**src/sv/serial_command_recognizer_macros.svh**
```systemverilog
// Assertion helpers included by serial_command_recognizer.sv.
`ifndef SERIAL_COMMAND_RECOGNIZER_MACROS_SVH
`define SERIAL_COMMAND_RECOGNIZER_MACROS_SVH

// Same-cycle implication, sampled on clk, off during reset.
`define SCR_ASSERT_NOW(name, ante, cons, msg) \
    name: assert property (@(posedge clk) disable iff (!rst_n) (ante) |-> (cons)) \
        else $error(msg);

// Next-cycle implication, sampled on clk, off during reset.
`define SCR_ASSERT_NEXT(name, ante, cons, msg) \
    name: assert property (@(posedge clk) disable iff (!rst_n) (ante) |=> (cons)) \
        else $error(msg);

`endif

```
**src/sv/scr_pkg.sv**
```systemverilog
`default_nettype none

package scr_pkg;

    localparam int CMD_COUNT = 8;

    localparam logic [7:0] BYTE_CR    = 8'h0D;
    localparam logic [7:0] BYTE_LF    = 8'h0A;
    localparam logic [7:0] CHAR_ZERO  = 8'h30;
    localparam logic [7:0] CHAR_NINE  = 8'h39;
    localparam logic [4:0] POS_MAX    = 5'd31;

    localparam logic [3:0] CODE_NONE  = 4'd0;
    localparam logic [3:0] CODE_START = 4'd1;
    localparam logic [3:0] CODE_FRAME = 4'd3;
    localparam logic [3:0] CODE_DIR   = 4'd4;
    localparam logic [3:0] CODE_STOP  = 4'd6;

    // Command text, right-justified: char p of command k is byte CMD_LEN[k]-1-p.
    typedef logic [15:0][7:0] cmd_text_t;
    typedef logic [4:0]       cmd_len_t;

    localparam cmd_text_t CMD_TEXT [CMD_COUNT] = '{
        cmd_text_t'("/start"),
        cmd_text_t'("/mask"),
        cmd_text_t'("/frame+"),
        cmd_text_t'("/dir_set+"),
        cmd_text_t'({"/serial", "_out"}),
        cmd_text_t'("/stop"),
        cmd_text_t'({"/single", "_transmit"}),
        cmd_text_t'({"/run", "_predict"})
    };

    localparam cmd_len_t CMD_LEN [CMD_COUNT] = '{
        5'd6, 5'd5, 5'd7, 5'd9, 5'd11, 5'd5, 5'd16, 5'd12
    };

    // Prefix commands and their bit in the extension flags.
    localparam logic [CMD_COUNT-1:0] CMD_IS_PREFIX = 8'b0000_1100;
    localparam logic CMD_SLOT [CMD_COUNT] = '{
        1'b0, 1'b0, 1'b0, 1'b1, 1'b0, 1'b0, 1'b0, 1'b0
    };

    // Expected character at line position pos (pos < CMD_LEN[k]).
    function automatic logic [7:0] cmd_char(input int k, input logic [4:0] pos);
        logic [4:0] idx;
        idx = CMD_LEN[k] - 5'd1 - pos;
        return CMD_TEXT[k][idx[3:0]];
    endfunction

endpackage

`default_nettype wire

```
**src/sv/serial_command_recognizer.sv**
```systemverilog
// Serial command recognizer: takes one received byte per cycle and, at each CR or LF,
// returns one word with the matched slash command code (0 for none; commands other than
// "/frame+" and "/dir_set+" match only at CR), the decimal number of a "/frame+" or
// "/dir_set+" line, and the run flag that "/start" sets and "/stop" clears. Other bytes
// give no result. Sustained rate is one byte per cycle; a terminator passes from the
// input register to the result register. The per-line match state updates from the
// input register; a terminator waits there, stalling the input, only while the result
// register holds an untaken word. Ordinary bytes never wait on the output side.
`default_nettype none

`include "serial_command_recognizer_macros.svh"

module serial_command_recognizer #(
    parameter int NUMBER_WIDTH = 32
) (
    input  wire logic        clk,
    input  wire logic        rst_n,
    input  wire logic        in_valid,
    output logic             in_ready,
    input  wire logic [7:0]  rx_byte,
    output logic             out_valid,
    input  wire logic        out_ready,
    output logic [3:0]       command_code,
    output logic [31:0]      number,
    output logic             running
);

    localparam int OUT_W = (NUMBER_WIDTH < 32) ? NUMBER_WIDTH : 32;

    // input stage
    logic                    s1_valid_reg, s1_valid_next;
    logic [7:0]              s1_byte_reg;

    // line state
    logic [scr_pkg::CMD_COUNT-1:0] cand_reg, cand_next;
    logic [4:0]              pos_reg, pos_next;
    logic [1:0]              ext_reg, ext_next;
    logic [NUMBER_WIDTH-1:0] acc_reg, acc_next;
    logic                    run_reg, run_next;

    // result register
    logic                    out_valid_reg, out_valid_next;
    logic [3:0]              code_reg, code_next;
    logic [31:0]             number_reg, number_next;
    logic                    running_reg;

    logic                    is_term;
    logic                    is_digit;
    logic                    out_load_ok;
    logic                    s1_fire;
    logic                    in_fire;
    logic [scr_pkg::CMD_COUNT-1:0] hit;
    logic [3:0]              match_code;

    assign is_term     = (s1_byte_reg == scr_pkg::BYTE_CR) || (s1_byte_reg == scr_pkg::BYTE_LF);
    assign is_digit    = s1_byte_reg inside {[scr_pkg::CHAR_ZERO:scr_pkg::CHAR_NINE]};
    assign out_load_ok = !out_valid_reg || out_ready;
    assign s1_fire     = s1_valid_reg && (!is_term || out_load_ok);
    assign in_ready    = !s1_valid_reg || s1_fire;
    assign in_fire     = in_valid && in_ready;

    assign s1_valid_next = in_fire || (s1_valid_reg && !s1_fire);

    // per-command hit at a terminator; lowest code wins
    always_comb
    begin
        hit        = '0;
        match_code = scr_pkg::CODE_NONE;
        for (int k = 0; k < scr_pkg::CMD_COUNT; k++)
        begin
            if (scr_pkg::CMD_IS_PREFIX[k])
                hit[k] = cand_reg[k] && ext_reg[scr_pkg::CMD_SLOT[k]];
            else
                hit[k] = cand_reg[k] && (s1_byte_reg == scr_pkg::BYTE_CR)
                         && (pos_reg == scr_pkg::CMD_LEN[k]);
        end
        for (int k = scr_pkg::CMD_COUNT - 1; k >= 0; k--)
        begin
            if (hit[k])
                match_code = 4'(k + 1);
        end
    end

    always_comb
    begin
        cand_next      = cand_reg;
        pos_next       = pos_reg;
        ext_next       = ext_reg;
        acc_next       = acc_reg;
        run_next       = run_reg;
        out_valid_next = out_valid_reg && !out_ready;
        code_next      = code_reg;
        number_next    = number_reg;

        if (s1_fire)
        begin
            if (!is_term)
            begin
                for (int k = 0; k < scr_pkg::CMD_COUNT; k++)
                begin
                    if (cand_reg[k])
                    begin
                        if (pos_reg < scr_pkg::CMD_LEN[k])
                        begin
                            if (s1_byte_reg != scr_pkg::cmd_char(k, pos_reg))
                                cand_next[k] = 1'b0;
                        end
                        else if (scr_pkg::CMD_IS_PREFIX[k])
                        begin
                            if (pos_reg == scr_pkg::CMD_LEN[k])
                                ext_next[scr_pkg::CMD_SLOT[k]] = 1'b1;
                        end
                        else
                        begin
                            cand_next[k] = 1'b0;
                        end
                    end
                end
                if (is_digit)
                    acc_next = (acc_reg << 3) + (acc_reg << 1)
                               + NUMBER_WIDTH'(s1_byte_reg[3:0]);
                if (pos_reg != scr_pkg::POS_MAX)
                    pos_next = pos_reg + 5'd1;
            end
            else
            begin
                out_valid_next = 1'b1;
                code_next      = match_code;
                if (match_code == scr_pkg::CODE_FRAME || match_code == scr_pkg::CODE_DIR)
                    number_next = 32'(acc_reg[OUT_W-1:0]);
                else
                    number_next = '0;
                if (match_code == scr_pkg::CODE_START)
                    run_next = 1'b1;
                else if (match_code == scr_pkg::CODE_STOP)
                    run_next = 1'b0;
                cand_next = '1;
                pos_next  = '0;
                ext_next  = '0;
                acc_next  = '0;
            end
        end
    end

    always_ff @(posedge clk or negedge rst_n)
    begin
        if (!rst_n)
        begin
            s1_valid_reg  <= 1'b0;
            cand_reg      <= '1;
            pos_reg       <= '0;
            ext_reg       <= '0;
            acc_reg       <= '0;
            run_reg       <= 1'b0;
            out_valid_reg <= 1'b0;
        end
        else
        begin
            s1_valid_reg  <= s1_valid_next;
            cand_reg      <= cand_next;
            pos_reg       <= pos_next;
            ext_reg       <= ext_next;
            acc_reg       <= acc_next;
            run_reg       <= run_next;
            out_valid_reg <= out_valid_next;
        end
    end

    // payload registers
    always_ff @(posedge clk)
    begin
        if (in_fire)
            s1_byte_reg <= rx_byte;
        code_reg    <= code_next;
        number_reg  <= number_next;
        running_reg <= run_next;
    end

    assign out_valid    = out_valid_reg;
    assign command_code = code_reg;
    assign number       = number_reg;
    assign running      = running_reg;

    `SCR_ASSERT_NOW(a_number_only_for_prefix,
        out_valid && command_code != scr_pkg::CODE_FRAME && command_code != scr_pkg::CODE_DIR,
        number == 32'd0, "number set for a command without one")

    `SCR_ASSERT_NOW(a_start_runs,
        out_valid && command_code == scr_pkg::CODE_START, running,
        "start did not set the run flag")

    `SCR_ASSERT_NOW(a_stop_halts,
        out_valid && command_code == scr_pkg::CODE_STOP, !running,
        "stop did not clear the run flag")

    `SCR_ASSERT_NEXT(a_line_cleared,
        s1_fire && is_term, pos_reg == 5'd0 && ext_reg == 2'd0 && (&cand_reg),
        "line state not cleared after terminator")

    `SCR_ASSERT_NOW(a_stall_only_on_full_output,
        !in_ready, s1_valid_reg && is_term && out_valid_reg && !out_ready,
        "input stalled without a blocked terminator")

endmodule

`default_nettype wire
```
**config.mk**
```make
export PLATFORM = sky130hd
export DESIGN_NAME = serial_command_recognizer
export DESIGN_NICKNAME = d
export VERILOG_FILES = /design/src/sv/scr_pkg.sv /design/src/sv/serial_command_recognizer.sv
export VERILOG_INCLUDE_DIRS = /design/src /design/src/sv
export SDC_FILE = /design/constraint.sdc
export NUM_CORES = 1
export LEC_CHECK = 0
export ABC_AREA = 1
export BUFFER_PORTS_ARGS = -buffer_cell sky130_fd_sc_hd__buf_2
export CORE_UTILIZATION = 55
export CTS_CLUSTER_DIAMETER = 120
export CTS_CLUSTER_SIZE = 8
export DETAILED_ROUTE_END_ITERATION = 7
export GPL_TIMING_DRIVEN = 0
export PLACE_DENSITY_LB_ADDON = 0.3
export SETUP_SLACK_MARGIN = 0.02
export SYNTH_ARGS = -nofsm -noshare
export SYNTH_HDL_FRONTEND = slang
export SYNTH_SLANG_ARGS = --single-unit
```
**constraint.sdc**
```tcl
create_clock -name clk -period 7.25 [get_ports clk]
set_clock_uncertainty 0.2 [all_clocks]
set_input_delay 0.3625 -clock clk [delete_from_list [all_inputs] [get_ports clk]]
set_output_delay 0.3625 -clock clk [all_outputs]
set_load 0.005 [all_outputs]
```
==> results of run 1 <==
[power by group]
group | switching [W] | total, W | internal (W)
Combinational | 0.00187 | 0.00285 | 0.000978
Clock | 0.000216 | 0.000522 | 0.000306
Sequential | 0.000133 | 0.000795 | 0.000662
Total | 0.00222 | 0.00416 | 0.00195
[cell type report]
type / instances / area [sq um] / share of cell area, %
inverter: 120 / 457.9 / 5.016
clock inverter: 6 / 92.59 / 1.014
sequential: 95 / 2603 / 28.51
multi-input combinational: 871 / 4936 / 54.07
tap: 184 / 230.2 / 2.522
timing repair buffer: 61 / 380.4 / 4.167
buffer: 28 / 200.2 / 2.193
clock buffer: 10 / 229.0 / 2.508
[path summary, 6_finish.rpt]
path,endpoint,slack [ns],cells after the start
worst max-delay path,cand_reg[1],3.30,14
worst min-delay path,s1_valid_reg,0.01,3
worst max register to register,cand_reg[1],3.30,14
worst min register to register,cand_reg[5],0.26,2
max in group asynchronous,ext_reg[1],5.97,2
min in group asynchronous,acc_reg[0],0.41,2
[worst min-delay path, stage by stage]
cell,delay (ns)
sky130_fd_sc_hd__buf_2,0.09
sky130_fd_sc_hd__inv_1,0.03
sky130_fd_sc_hd__nand2_1,0.05
[cell families after synthesis]
kind of cell    Yosys count  synth area share, %
xor+xnor                 25                2.671
fa+ha+maj                88                13.62
simple gates            585                32.19
flops                    95                31.75
compound gates          173                11.74
buf+inv                 148                8.030
[routing by layer]
layer / wire length (microns) / GRT usage [%] / vias up
li1: - / - / 3852
met1: 9372 / 36.90 / 3613
met2: 11210 / 53.21 / 265
met3: 1122 / 4.716 / 60
met4: 926 / 15.70 / 0
met5: 0 / 0 / -
[synthesized netlist by cell type, types with 3 or more instances]
cell type                  number  area, sq um
sky130_fd_sc_hd__nand3b_1       5        37.54
sky130_fd_sc_hd__nand2_1      298         1119
sky130_fd_sc_hd__dfstp_2        8        210.2
sky130_fd_sc_hd__inv_2          5        18.77
sky130_fd_sc_hd__nand3_1       94        470.5
sky130_fd_sc_hd__nor2_1       107        401.6
sky130_fd_sc_hd__o21bai_1       6        45.04
sky130_fd_sc_hd__dfrtp_1       42         1051
sky130_fd_sc_hd__buf_2          6        30.03
sky130_fd_sc_hd__o211ai_1       4        30.03
sky130_fd_sc_hd__nor4_1         3        18.77
sky130_fd_sc_hd__nand2_4        3        33.78
sky130_fd_sc_hd__buf_6          7        78.83
sky130_fd_sc_hd__nor2_4        11        123.9
sky130_fd_sc_hd__o21a_1         4        30.03
sky130_fd_sc_hd__edfxtp_1      44         1321
sky130_fd_sc_hd__nor3_1        10        50.05
sky130_fd_sc_hd__inv_1        111        416.7
sky130_fd_sc_hd__o21ai_0       72        360.4
sky130_fd_sc_hd__clkbuf_1       7        26.28
sky130_fd_sc_hd__o22ai_1       14        87.58
sky130_fd_sc_hd__xor2_1        18        157.7
sky130_fd_sc_hd__nand4_1       16        100.1
sky130_fd_sc_hd__o21ai_1        5        25.02
sky130_fd_sc_hd__buf_4          5        37.54
sky130_fd_sc_hd__nand2_2        6        37.54
sky130_fd_sc_hd__ha_1          86         1076
sky130_fd_sc_hd__a21oi_1       57        285.3
sky130_fd_sc_hd__xnor2_1        7        61.31
sky130_fd_sc_hd__nor2_2        21        131.4
[per-stage QoR]
stage          utilization [%]  std cells  power, W  instance area, sq um  setup WS [ns]
3_5_place_dp             59.89       1349  0.003572                  8705          3.384
3_3_place_gp             59.70       1348  0.003515                  8677          3.411
2_1_floorplan                -       1114  0.002946                  8197          4.352
5_1_grt                  62.81       1375  0.004596                  9129          3.095
4_1_cts                  62.59       1372  0.004113                  9096          3.367
6_report                 62.81       1375  0.004162                  9129          3.302
[what timing repair did]
action | in CTS | in global routing
hold endpoints to repair | 7 | 44
hold buffers | 7 | 3
gates resized for setup | 0 | 0
==> load_flow_metrics.sql, run 1 <==
INSERT INTO impl_metrics (metric_group, metric, value, unit) VALUES
('clocking', 'postCtsSetupRepairBufs', '0', ''),
('worst_setup_path', 'worst-path-buf-inv', '4', ''),
('yosys', 'number_of_enable_type_register_cells_in_the_synthesized_netlist', '44', ''),
('grt', 'first_pass_grt_wire_length', '35610', 'microns'),
('hold_path', 'worst_hold_startpoint', 'in_valid', ''),
('clocking', 'cts.clk_slew.worst_paths', '0.08', 'ns'),
('finish', 'layout.cells.most_common_list', 'sky130_fd_sc_hd__nand2_1, sky130_fd_sc_hd__inv_1, sky130_fd_sc_hd__nor2_1, sky130_fd_sc_hd__nand3_1, sky130_fd_sc_hd__ha_1', ''),
('worst_setup_path', 'critical_path_most_common_cell', 'sky130_fd_sc_hd__nand2_1', ''),
('timing', 'finalHoldWorstSlack', '0.01364', 'ns'),
('finish', 'antennaDiodeCount', '0', ''),
('clocking', 'tritoncts_clock_tree', 'yes', ''),
('finish', 'n_fill_cell', '1322', ''),
('clocking', 'clkLatencyLatePin', '0.35', 'ns'),
('clocking', 'clock-sinks', '95', ''),
('worst_setup_path', 'delay_of_the_slowest_cell_on_the_worst_path', '0.54', 'ns'),
('drt', 'drc', '0', ''),
('worst_setup_path', 'worst_path_max_delay_cell', 'sky130_fd_sc_hd__ha_1', ''),
('die', 'io_pins', '51', ''),
('worst_setup_path', 'setup.worst_path.start', 'pos_reg[0]', ''),
('drt', 'wire_per_inst', '16.46', 'microns'),
('timing', 'layout_worst_path_cycle_share', '54.45', '%'),
('worst_setup_path', 'crit_path_start_kind', 'register', ''),
('grt', 'grt_remaining_overflow', '0', ''),
('timing', 'min_period', '3.948', 'ns'),
('drt', 'total_routed_wirelength', '22630', 'microns'),
('worst_setup_path', 'worst_setup_path_end_kind', 'register', ''),
('timing', 'final-setup-viol-count', '0', ''),
('yosys', 'synth_warnings', '0', ''),
('worst_setup_path', 'crit_type', 'reg2reg', ''),
('worst_setup_path', 'critical_path_required', '7.34', 'ns'),
('clocking', 'clock_tree.htree_level_count', '3', ''),
('yosys', 'async_reset_ff_share', '52.63', '%'),
('worst_setup_path', 'crit_chain', 'inv_1 -> clkbuf_1 -> ha_1 -> inv_1 -> ha_1 -> clkbuf_1 -> a21oi_1 -> nand3_1 -> o21ai_0 -> nor2_1 -> nand2_1 -> o21ai_0 -> nand2_1 -> nand2_1', ''),
('pwr', 'power.density', '456.0', 'nW/um^2'),
('timing', 'grt_setup_unrepaired', 'no', ''),
('worst_setup_path', 'regToRegStartpoint', 'pos_reg[0]', ''),
('finish', 'synthToLayoutAreaGrowth', '11.37', '%'),
('flow_run', 'maxCapViolations', '0', ''),
('yosys', 'synth_nets', '1214', ''),
('pwr', 'power.ir.vdd_worst', '303.9', 'uV'),
('grt', 'grt_start_max_net_pins', '51', ''),
('drt', 'routed-via-count', '7790', ''),
('timing', 'timing_max_transition_violations_final', '0', ''),
('worst_setup_path', 'critical_path_arrival', '4.04', 'ns'),
('clocking', 'cts_buffer_depth', '2', ''),
('timing', 'tightestPinTransition', '0.9545', 'ns'),
('timing', 'tightest_slew_margin_relative_to_the_limit', '36.37', '%'),
('die', 'die-area', '15390', 'sq um'),
('die', 'die_width', '124.1', 'microns'),
('grt', 'first_global_vias', '7177', ''),
('yosys', 'synthesized_instance_count', '1114', ''),
('run_status', 'outcome', 'completed', ''),
('drt', 'antenna_left', '0', ''),
('finish', 'num-nets-final', '1286', ''),
('yosys', 'ys_ff_latch', '95', ''),
('placement', 'numPortBuffers', '50', ''),
('clocking', 'cts-buffers-inserted', '9', ''),
('drt', 'first_pass_iters', '5', ''),
('drt', 'drt_iter0_drc', '668', ''),
('grt', 'grt_antenna_before_repair', '0', ''),
('die', 'fp.dieH', '124.1', 'microns'),
('hold_path', 'hp-class', 'in2reg', ''),
('timing', 'setup_tns', '0', 'ns'),
('worst_setup_path', 'critPathTopFamily', 'buffers and inverters', ''),
('worst_setup_path', 'critical_path.max_fanout', '13', ''),
('pwr', 'cellLeakagePower', '4.465', 'nW'),
('yosys', 'yosys.cell_types.count', '53', ''),
('yosys', 'netlist_area', '8197', 'sq um'),
('timing', 'maxClockFrequency', '0.2533', 'GHz'),
('die', 'core-area', '14530', 'sq um'),
('clocking', 'clk_root_buffer_cell', 'sky130_fd_sc_hd__clkbuf_16', '');
(Power assumes the default switching activity.)
==> inputs of run 2 (changes only) <==
==> constraint.sdc (replaced) <==
create_clock -name clk -period 3.8 [get_ports clk]
set_clock_uncertainty 0.2 [all_clocks]
set_input_delay 0.19 -clock clk [delete_from_list [all_inputs] [get_ports clk]]
set_output_delay 0.19 -clock clk [all_outputs]
set_load 0.005 [all_outputs]
==> run 2 against run 1 <==
Against the previous run:
- count of clock-buffer cells in the layout stayed put
- sequential share of layout area about the same
- clock power grew 90%
- non-clock buffer count fell by 1
- die area unchanged
==> load_flow_metrics.sql, run 2 (synthesis results as in run 1) <==
INSERT INTO impl_metrics (metric_group, metric, value, unit) VALUES
('run_status', 'outcome', 'completed', ''),
('grt', 'grt.busiest_layer', 'met2', ''),
('pwr', 'cellLeakagePower', '4.460', 'nW'),
('finish', 'mostFrequentLayoutCell', 'sky130_fd_sc_hd__nand2_1', ''),
('clocking', 'clk_root_buffer_cell', 'sky130_fd_sc_hd__clkbuf_16', ''),
('drt', 'total_routed_wirelength', '22620', 'microns'),
('clocking', 'clkLatencyLatePin', '0.35', 'ns'),
('timing', 'tightestPinTransition', '0.7741', 'ns'),
('timing', 'setup_tns', '0', 'ns'),
('timing', 'maxClockFrequency', '0.2862', 'GHz'),
('timing', 'tightest_slew_margin_relative_to_the_limit', '48.34', '%'),
('placement', 'dpl.hpwl', '17050', 'microns'),
('drt', 'wire_per_inst', '16.46', 'microns'),
('grt', 'first_pass_grt_wire_length', '35590', 'microns'),
('pwr', 'power.share.clock', '12.5', '%'),
('pwr', 'switching_share', '53.22', '%'),
('pwr', 'power.ir.vdd_worst', '586.5', 'uV'),
('die', 'initial_core_util', '56.40', '%'),
('grt', 'grt_remaining_overflow', '0', ''),
('pwr', 'combPwrFrac', '68.3', '%'),
('drt', 'drt_iter0_drc', '616', ''),
('grt', 'grt_antenna_before_repair', '0', ''),
('timing', 'timing_max_transition_violations_final', '0', ''),
('hold_path', 'hp-class', 'in2async', ''),
('placement', 'dp_slack', '-0.06623', 'ns'),
('die', 'die_width', '124.1', 'microns'),
('timing', 'grt_setup_unrepaired', 'no', ''),
('clocking', 'postCtsSetupRepairBufs', '0', ''),
('timing', 'min_period', '3.494', 'ns'),
('drt', 'first_pass_iters', '5', ''),
('timing', 'final.setup.worst_slack', '0.3064', 'ns'),
('finish', 'synthToLayoutAreaGrowth', '11.48', '%'),
('grt', 'global_route.usage.met1', '37.05', '%'),
('worst_setup_path', 'critical_path.max_fanout', '12', ''),
('worst_setup_path', 'crit_chain', 'inv_1 -> ha_2 -> inv_1 -> ha_1 -> clkbuf_1 -> a21oi_1 -> nand3_1 -> o21ai_0 -> nor2_1 -> nand2_1 -> o21ai_0 -> nand2_1 -> nand2_1', ''),
('die', 'die-area', '15390', 'sq um'),
('pwr', 'power.density', '868.8', 'nW/um^2'),
('drt', 'drc', '0', ''),
('pwr', 'pwr-share-seq', '19.1', '%'),
('placement', 'gp_congestion', '1.034', ''),
('drt', 'antenna_left', '0', ''),
('worst_setup_path', 'critical_path.reg2reg.endpoint', 'cand_reg[1]', ''),
('clocking', 'cts.clk_slew.worst_paths', '0.08', 'ns'),
('clocking', 'cts-buffers-inserted', '9', ''),
('finish', 'layoutNonFillerInstCount', '1374', ''),
('timing', 'finalHoldWorstSlack', '0.2310', 'ns'),
('clocking', 'clock-sinks', '95', ''),
('pwr', 'p_int', '0.003713', 'W'),
('timing', 'finalHoldViolCount', '0', ''),
('die', 'core-area', '14530', 'sq um'),
('finish', 'num-nets-final', '1285', ''),
('placement', 'numPortBuffers', '50', ''),
('clocking', 'tritoncts_clock_tree', 'yes', ''),
('worst_setup_path', 'regToRegStartpoint', 'pos_reg[1]', ''),
('worst_setup_path', 'critical_path_required', '3.89', 'ns'),
('worst_setup_path', 'worst_setup_path_end_kind', 'register', ''),
('finish', 'antennaDiodeCount', '0', ''),
('grt', 'grt_use_met2', '53.45', '%'),
('worst_setup_path', 'worst_path_max_delay_cell', 'sky130_fd_sc_hd__dfrtp_1', ''),
('worst_setup_path', 'crit_type', 'reg2reg', ''),
('worst_setup_path', 'delay_of_the_slowest_cell_on_the_worst_path', '0.56', 'ns'),
('drt', 'routed-via-count', '7796', ''),
('die', 'fp.dieH', '124.1', 'microns'),
('flow_run', 'maxCapViolations', '0', ''),
('finish', 'layout.cells.most_common_list', 'sky130_fd_sc_hd__nand2_1, sky130_fd_sc_hd__inv_1, sky130_fd_sc_hd__nor2_1, sky130_fd_sc_hd__nand3_1, sky130_fd_sc_hd__ha_1', ''),
('pwr', 'switchingPower', '0.004225', 'W'),
('worst_setup_path', 'worstRegToRegCells', '13', ''),
('grt', 'grtUsageMet3', '4.625', '%'),
('grt', 'first_global_vias', '7184', ''),
('worst_setup_path', 'critical_path_arrival', '3.59', 'ns'),
('drt', 'post_drt_via_cell_ratio', '5.674', ''),
('grt', 'grtUsageTotal', '30.77', '%'),
('finish', 'final_layout_size_suffix_gt1_share', '12.86', '%'),
('finish', 'n_fill_cell', '1320', ''),
('die', 'placement_rows', '44', ''),
('worst_setup_path', 'r2r_slack', '0.31', 'ns'),
('worst_setup_path', 'critical_path_most_common_cell', 'sky130_fd_sc_hd__nand2_1', ''),
('placement', 'post_place_cells', '1349', ''),
('clocking', 'clock_tree.htree_level_count', '3', ''),
('grt', 'grt_start_max_net_pins', '51', ''),
('timing', 'layout_worst_path_cycle_share', '91.94', '%'),
('die', 'io_pins', '51', ''),
('clocking', 'cts_buffer_depth', '2', ''),
('worst_setup_path', 'crit_path_start_kind', 'register', ''),
('timing', 'final-setup-viol-count', '0', '');
## run 2: changes by cell type in the layout (fill, tap and decap cells not counted)
| cell | delta |
|---|---|
| sky130_fd_sc_hd__o21ai_1 | +1 |
| sky130_fd_sc_hd__ha_1 | -1 |
| sky130_fd_sc_hd__ha_2 | +1 |
| sky130_fd_sc_hd__clkbuf_1 | -2 |
| sky130_fd_sc_hd__inv_1 | -1 |
| sky130_fd_sc_hd__o21ai_0 | -1 |
| sky130_fd_sc_hd__clkinvlp_4 | +1 |
| sky130_fd_sc_hd__dlygate4sd3_1 | +1 |
## run 2: stage by stage
stage	util, %	instance area [sq um]	power, W
2_1_floorplan	-	8197	0.005621
3_3_place_gp	59.70	8677	0.006707
3_5_place_dp	59.89	8705	0.006814
4_1_cts	62.84	9133	0.007848
5_1_grt	62.87	9138	0.008770
6_report	62.87	9138	0.007938
## run 2: layer usage
layer | up-vias | wire length, microns
met5 | - | 0
met4 | 0 | 942
met3 | 67 | 1204
met2 | 250 | 11160
met1 | 3631 | 9309
li1 | 3848 | -
## run 2: worst max-delay path by stage
stage	from	end	slack (ns)	cells after the start
2_1_floorplan	s1_byte_reg[3]	acc_reg[20]	0.90	13
3_3_place_gp	pos_reg[0]	cand_reg[1]	-0.04	14
3_5_place_dp	pos_reg[0]	cand_reg[1]	-0.07	14
4_1_cts	pos_reg[2]	number[0]	0.17	17
5_1_grt	pos_reg[1]	cand_reg[1]	0.12	13
6_report	pos_reg[1]	cand_reg[1]	0.31	13
## run 2: power groups by stage
| stage | Combinational, W | Clock [W] | Sequential (W) |
|---|---|---|---|
| floorplan | 0.00418 | 0 | 0.00144 |
| global placement | 0.00518 | 0 | 0.00152 |
| detailed placement | 0.00529 | 0 | 0.00153 |
| CTS | 0.00533 | 0.00101 | 0.00151 |
| global route | 0.00618 | 0.00105 | 0.00155 |
| finish | 0.00542 | 0.000993 | 0.00152 |
## run 2: worst max-delay path, delay by kind of cell (launching register included)
family	cells	cell delay, ns
buffers and inverters	3	0.90
adders and majority gates	2	0.75
AOI/OAI and AO/OA	3	0.59
and+or+nand+nor	5	0.43
DFF	1	0.56
## run 2: cell type report
class                   instances  area, sq um  share of cell area [%]
flip-flops and latches         95         2603                   28.48
plain buffers                  26        192.7                   2.109
multi-input cells             871         4938                   54.05
clock buffers                  10        229.0                   2.506
clock inverters                 6        92.59                   1.013
repair buffers                 62        390.4                   4.272
inverters                     120        461.7                   5.053
well taps                     184        230.2                   2.520
## run 2: timing repair
action,in CTS,in global routing
hold buffers,11,0
pin swaps,0,0
gates cloned,0,0
resized for setup,0,3
endpoints found under the hold margin,52,0
setup endpoints to repair,1,33
==> inputs of run 3 (changes only) <==
--- a/config.mk
+++ b/config.mk
@@ -6,7 +6,6 @@
 export SDC_FILE = /design/constraint.sdc
 export NUM_CORES = 1
 export LEC_CHECK = 0
-export ABC_AREA = 1
 export BUFFER_PORTS_ARGS = -buffer_cell sky130_fd_sc_hd__buf_2
 export CORE_UTILIZATION = 55
 export CTS_CLUSTER_DIAMETER = 120
==> run 3 against run 2 <==
Against the previous run:
- utilization is 1.1 points higher
- synthesized area is 3.4% lower
- global-route usage is 0.77 points lower
- routed wire length is 6.7% lower
- count of clock-buffer cells in the layout is 2 higher
==> load_flow_metrics.sql, run 3 <==
INSERT INTO impl_metrics (metric_group, metric, value, unit) VALUES
('grt', 'grtUsageTotal', '30.00', '%'),
('grt', 'grt_antenna_before_repair', '0', ''),
('yosys', 'synth_top_area_share', '16.69', '%'),
('drt', 'antenna_left', '0', ''),
('drt', 'first_pass_iters', '5', ''),
('clocking', 'clock-sinks', '95', ''),
('grt', 'grtUsageMet3', '4.588', '%'),
('timing', 'tightestPinTransition', '1.176', 'ns'),
('grt', 'grt.busiest_layer', 'met2', ''),
('pwr', 'design_power_total', '0.008119', 'W'),
('worst_setup_path', 'delay_of_the_slowest_cell_on_the_worst_path', '0.58', 'ns'),
('placement', 'numPortBuffers', '50', ''),
('yosys', 'synthTopCellsByCount', 'sky130_fd_sc_hd__ha_1, sky130_fd_sc_hd__nand2_1, sky130_fd_sc_hd__nor2_1', ''),
('drt', 'post_drt_via_cell_ratio', '6.156', ''),
('yosys', 'netlist_area', '7915', 'sq um'),
('finish', 'mostFrequentLayoutCell', 'sky130_fd_sc_hd__ha_1', ''),
('drt', 'total_routed_wirelength', '21110', 'microns'),
('finish', 'final_core_util', '63.97', '%'),
('placement', 'postPlaceCellArea', '8412', 'sq um'),
('clocking', 'cts.clk_slew.worst_paths', '0.07', 'ns'),
('worst_setup_path', 'critical_path_required', '3.90', 'ns'),
('finish', 'finalInstanceArea', '8914', 'sq um'),
('yosys', 'dominantRegCellSynth', 'sky130_fd_sc_hd__edfxtp_1', ''),
('worst_setup_path', 'crit_path_start_kind', 'register', ''),
('worst_setup_path', 'critical_path.max_fanout', '10', ''),
('placement', 'dp_slack', '-0.7160', 'ns'),
('timing', 'timing_max_transition_violations_final', '0', ''),
('flow_run', 'maxCapViolations', '0', ''),
('grt', 'first_pass_grt_wire_length', '34380', 'microns'),
('die', 'core-area', '13930', 'sq um'),
('die', 'die-area', '14870', 'sq um'),
('die', 'fp.dieH', '122.0', 'microns'),
('finish', 'final_layout_size_suffix_gt1_share', '12.21', '%'),
('yosys', 'synth_nets', '992', ''),
('pwr', 'power.density', '910.8', 'nW/um^2'),
('pwr', 'cellLeakagePower', '3.735', 'nW'),
('yosys', 'synthMostInstantiatedCell', 'sky130_fd_sc_hd__ha_1', ''),
('clocking', 'cts-buffers-inserted', '9', ''),
('yosys', 'synth.avg_cell_area', '8.873', 'sq um'),
('die', 'io_pins', '51', ''),
('timing', 'min_period', '3.680', 'ns'),
('finish', 'layout.cells.most_common_list', 'sky130_fd_sc_hd__ha_1, sky130_fd_sc_hd__nand2_1, sky130_fd_sc_hd__nor2_1, sky130_fd_sc_hd__o21ai_0, sky130_fd_sc_hd__a21oi_1', ''),
('finish', 'antennaDiodeCount', '0', ''),
('clocking', 'cts_buffer_depth', '2', ''),
('worst_setup_path', 'worst_path_max_delay_cell', 'sky130_fd_sc_hd__clkbuf_1', ''),
('grt', 'grt_use_met2', '45.41', '%'),
('yosys', 'synthesized_instance_count', '892', ''),
('grt', 'first_global_vias', '6652', ''),
('drt', 'routed-via-count', '7110', ''),
('clocking', 'clkLatencyLatePin', '0.36', 'ns'),
('drt', 'wire_per_inst', '18.28', 'microns'),
('placement', 'dpl.hpwl', '15040', 'microns'),
('worst_setup_path', 'crit_type', 'reg2reg', ''),
('yosys', 'async_reset_ff_share', '52.63', '%'),
('yosys', 'proportion_of_synthesized_chip_area_in_sequential_cells', '32.88', '%'),
('clocking', 'clock_tree.htree_level_count', '3', ''),
('run_status', 'outcome', 'completed', ''),
('yosys', 'ys_ff_latch', '95', ''),
('timing', 'final.setup.worst_slack', '0.1199', 'ns'),
('worst_setup_path', 'crit_chain', 'buf_2 -> inv_2 -> ha_1 -> clkbuf_1 -> nor2_1 -> a211oi_1 -> a21oi_1 -> xnor2_1 -> nor4_1 -> o21ai_0 -> nand2_1', ''),
('yosys', 'yosysTopAreaCell', 'sky130_fd_sc_hd__edfxtp_1', ''),
('timing', 'tightest_slew_margin_relative_to_the_limit', '21.62', '%'),
('finish', 'num-nets-final', '1070', ''),
('timing', 'maxClockFrequency', '0.2717', 'GHz'),
('grt', 'global_route.usage.met1', '42.28', '%'),
('hold_path', 'hp-class', 'in2reg', ''),
('finish', 'n_fill_cell', '1196', ''),
('worst_setup_path', 'critical_path_arrival', '3.78', 'ns'),
('timing', 'grt_setup_unrepaired', 'no', ''),
('yosys', 'synth_warnings', '0', ''),
('grt', 'grt_start_max_net_pins', '51', ''),
('yosys', 'post_synth_main_area_contributors', 'sky130_fd_sc_hd__edfxtp_1, sky130_fd_sc_hd__ha_1, sky130_fd_sc_hd__dfrtp_1', ''),
('die', 'die_width', '122.0', 'microns'),
('worst_setup_path', 'worst_setup_path_end_kind', 'register', ''),
('timing', 'layout_worst_path_cycle_share', '96.84', '%'),
('pwr', 'power.ir.vdd_worst', '546.4', 'uV'),
('grt', 'grt_remaining_overflow', '0', ''),
('clocking', 'tritoncts_clock_tree', 'yes', ''),
('timing', 'final-setup-viol-count', '0', ''),
('die', 'initial_core_util', '56.80', '%'),
('drt', 'drc', '0', ''),
('yosys', 'yosys.cell_types.count', '71', ''),
('yosys', 'number_of_enable_type_register_cells_in_the_synthesized_netlist', '44', ''),
('clocking', 'clk_root_buffer_cell', 'sky130_fd_sc_hd__clkbuf_16', ''),
('drt', 'drt_iter0_drc', '673', ''),
('die', 'placement_rows', '43', ''),
('timing', 'finalHoldViolCount', '0', ''),
('finish', 'synthToLayoutAreaGrowth', '12.61', '%'),
('placement', 'gp_congestion', '0.9470', '');
run 3: cell count changes after synthesis, moves of 12 or more:
cell / delta
sky130_fd_sc_hd__clkbuf_1: +36
sky130_fd_sc_hd__nor2b_1: +12
sky130_fd_sc_hd__nor2_2: -21
sky130_fd_sc_hd__a31oi_1: +17
sky130_fd_sc_hd__nand3_1: -75
sky130_fd_sc_hd__nand2_1: -217
sky130_fd_sc_hd__mux2i_1: +20
sky130_fd_sc_hd__xnor2_1: +27
sky130_fd_sc_hd__inv_1: -86
sky130_fd_sc_hd__nor2_1: -39
sky130_fd_sc_hd__a21o_1: +15
sky130_fd_sc_hd__and2_1: +34
run 3: cell type report:
cell class | instances | area (sq um) | share of cell area, %
Multi-Input combinational cell | 718 | 5037 | 56.51
Timing Repair Buffer | 67 | 415.4 | 4.660
Clock buffer | 12 | 266.5 | 2.990
Clock inverter | 4 | 36.28 | 0.4071
Sequential cell | 95 | 2606 | 29.24
Tap cell | 180 | 225.2 | 2.527
Inverter | 27 | 108.9 | 1.221
Buffer | 52 | 217.7 | 2.442
run 3: critical path: cells and delay by family, from the launching register on:
| family | cells | cell delay, ns |
|---|---|---|
| adders and majority gates | 1 | 0.44 |
| and+or+nand+nor | 3 | 0.83 |
| DFF | 1 | 0.49 |
| AOI/OAI and AO/OA | 3 | 0.50 |
| xor gates and xnor gates | 1 | 0.15 |
| buffers and inverters | 3 | 1.01 |
run 3: final timing paths:
check | end | cells past startpoint | slack [ns] | from
worst min-delay path | out_valid | 3 | 0.03 | out_ready
worst max-delay path | cand_reg[7] | 11 | 0.12 | pos_reg[0]
min in group asynchronous | out_valid | 2 | 0.41 | rst_n
worst min register to register | cand_reg[5] | 2 | 0.29 | cand_reg[5]
max in group asynchronous | pos_reg[1] | 2 | 2.20 | rst_n
worst max register to register | cand_reg[7] | 11 | 0.12 | pos_reg[0]
run 3: kinds of logic (layout without fill, tap and decap cells):
logic type,count (synthesis),count (layout),share of synthesized area [%]
xor gates and xnor gates,60,60,6.639
muxes,25,25,3.383
and+or+nand+nor,301,301,19.19
adders and majority gates,88,88,14.10
buffers and inverters,79,162,3.857
AOI/OAI and AO/OA,244,244,19.95
DFF,95,95,32.88
run 3: per-layer routing:
layer,up-vias,part of all wire (%)
met5,-,0
met4,0,3.1
met3,48,7.7
met2,320,43
met1,3318,47
li1,3424,-
run 3: through the flow:
step / hold WS, ns / cells / TNS (ns)
global placement: 0.1688 / 1122 / -48.32
CTS: 0.02289 / 1149 / 0
global route: 0.06402 / 1155 / 0
floorplan: -0.3056 / 892 / 0
finish: 0.02970 / 1155 / 0
detailed placement: 0.1690 / 1123 / -16.98
run 3: timing repair:
item / 4_1_cts / 5_1_grt
setup buffers: 0 / 6
endpoints found under the setup margin: 41 / 38
hold endpoints to repair: 51 / 0
gates resized for setup: 17 / 12
gates cloned: 0 / 0
hold buffers: 10 / 0
pin swaps: 1 / 2
run 3: power breakdown:
part	total, W	switching (W)	internal (W)	leakage (nW)
Sequential	0.00156	0.000282	0.00128	0.945
Clock	0.000917	0.000411	0.000506	0.147
Combinational	0.00564	0.00336	0.00228	2.64
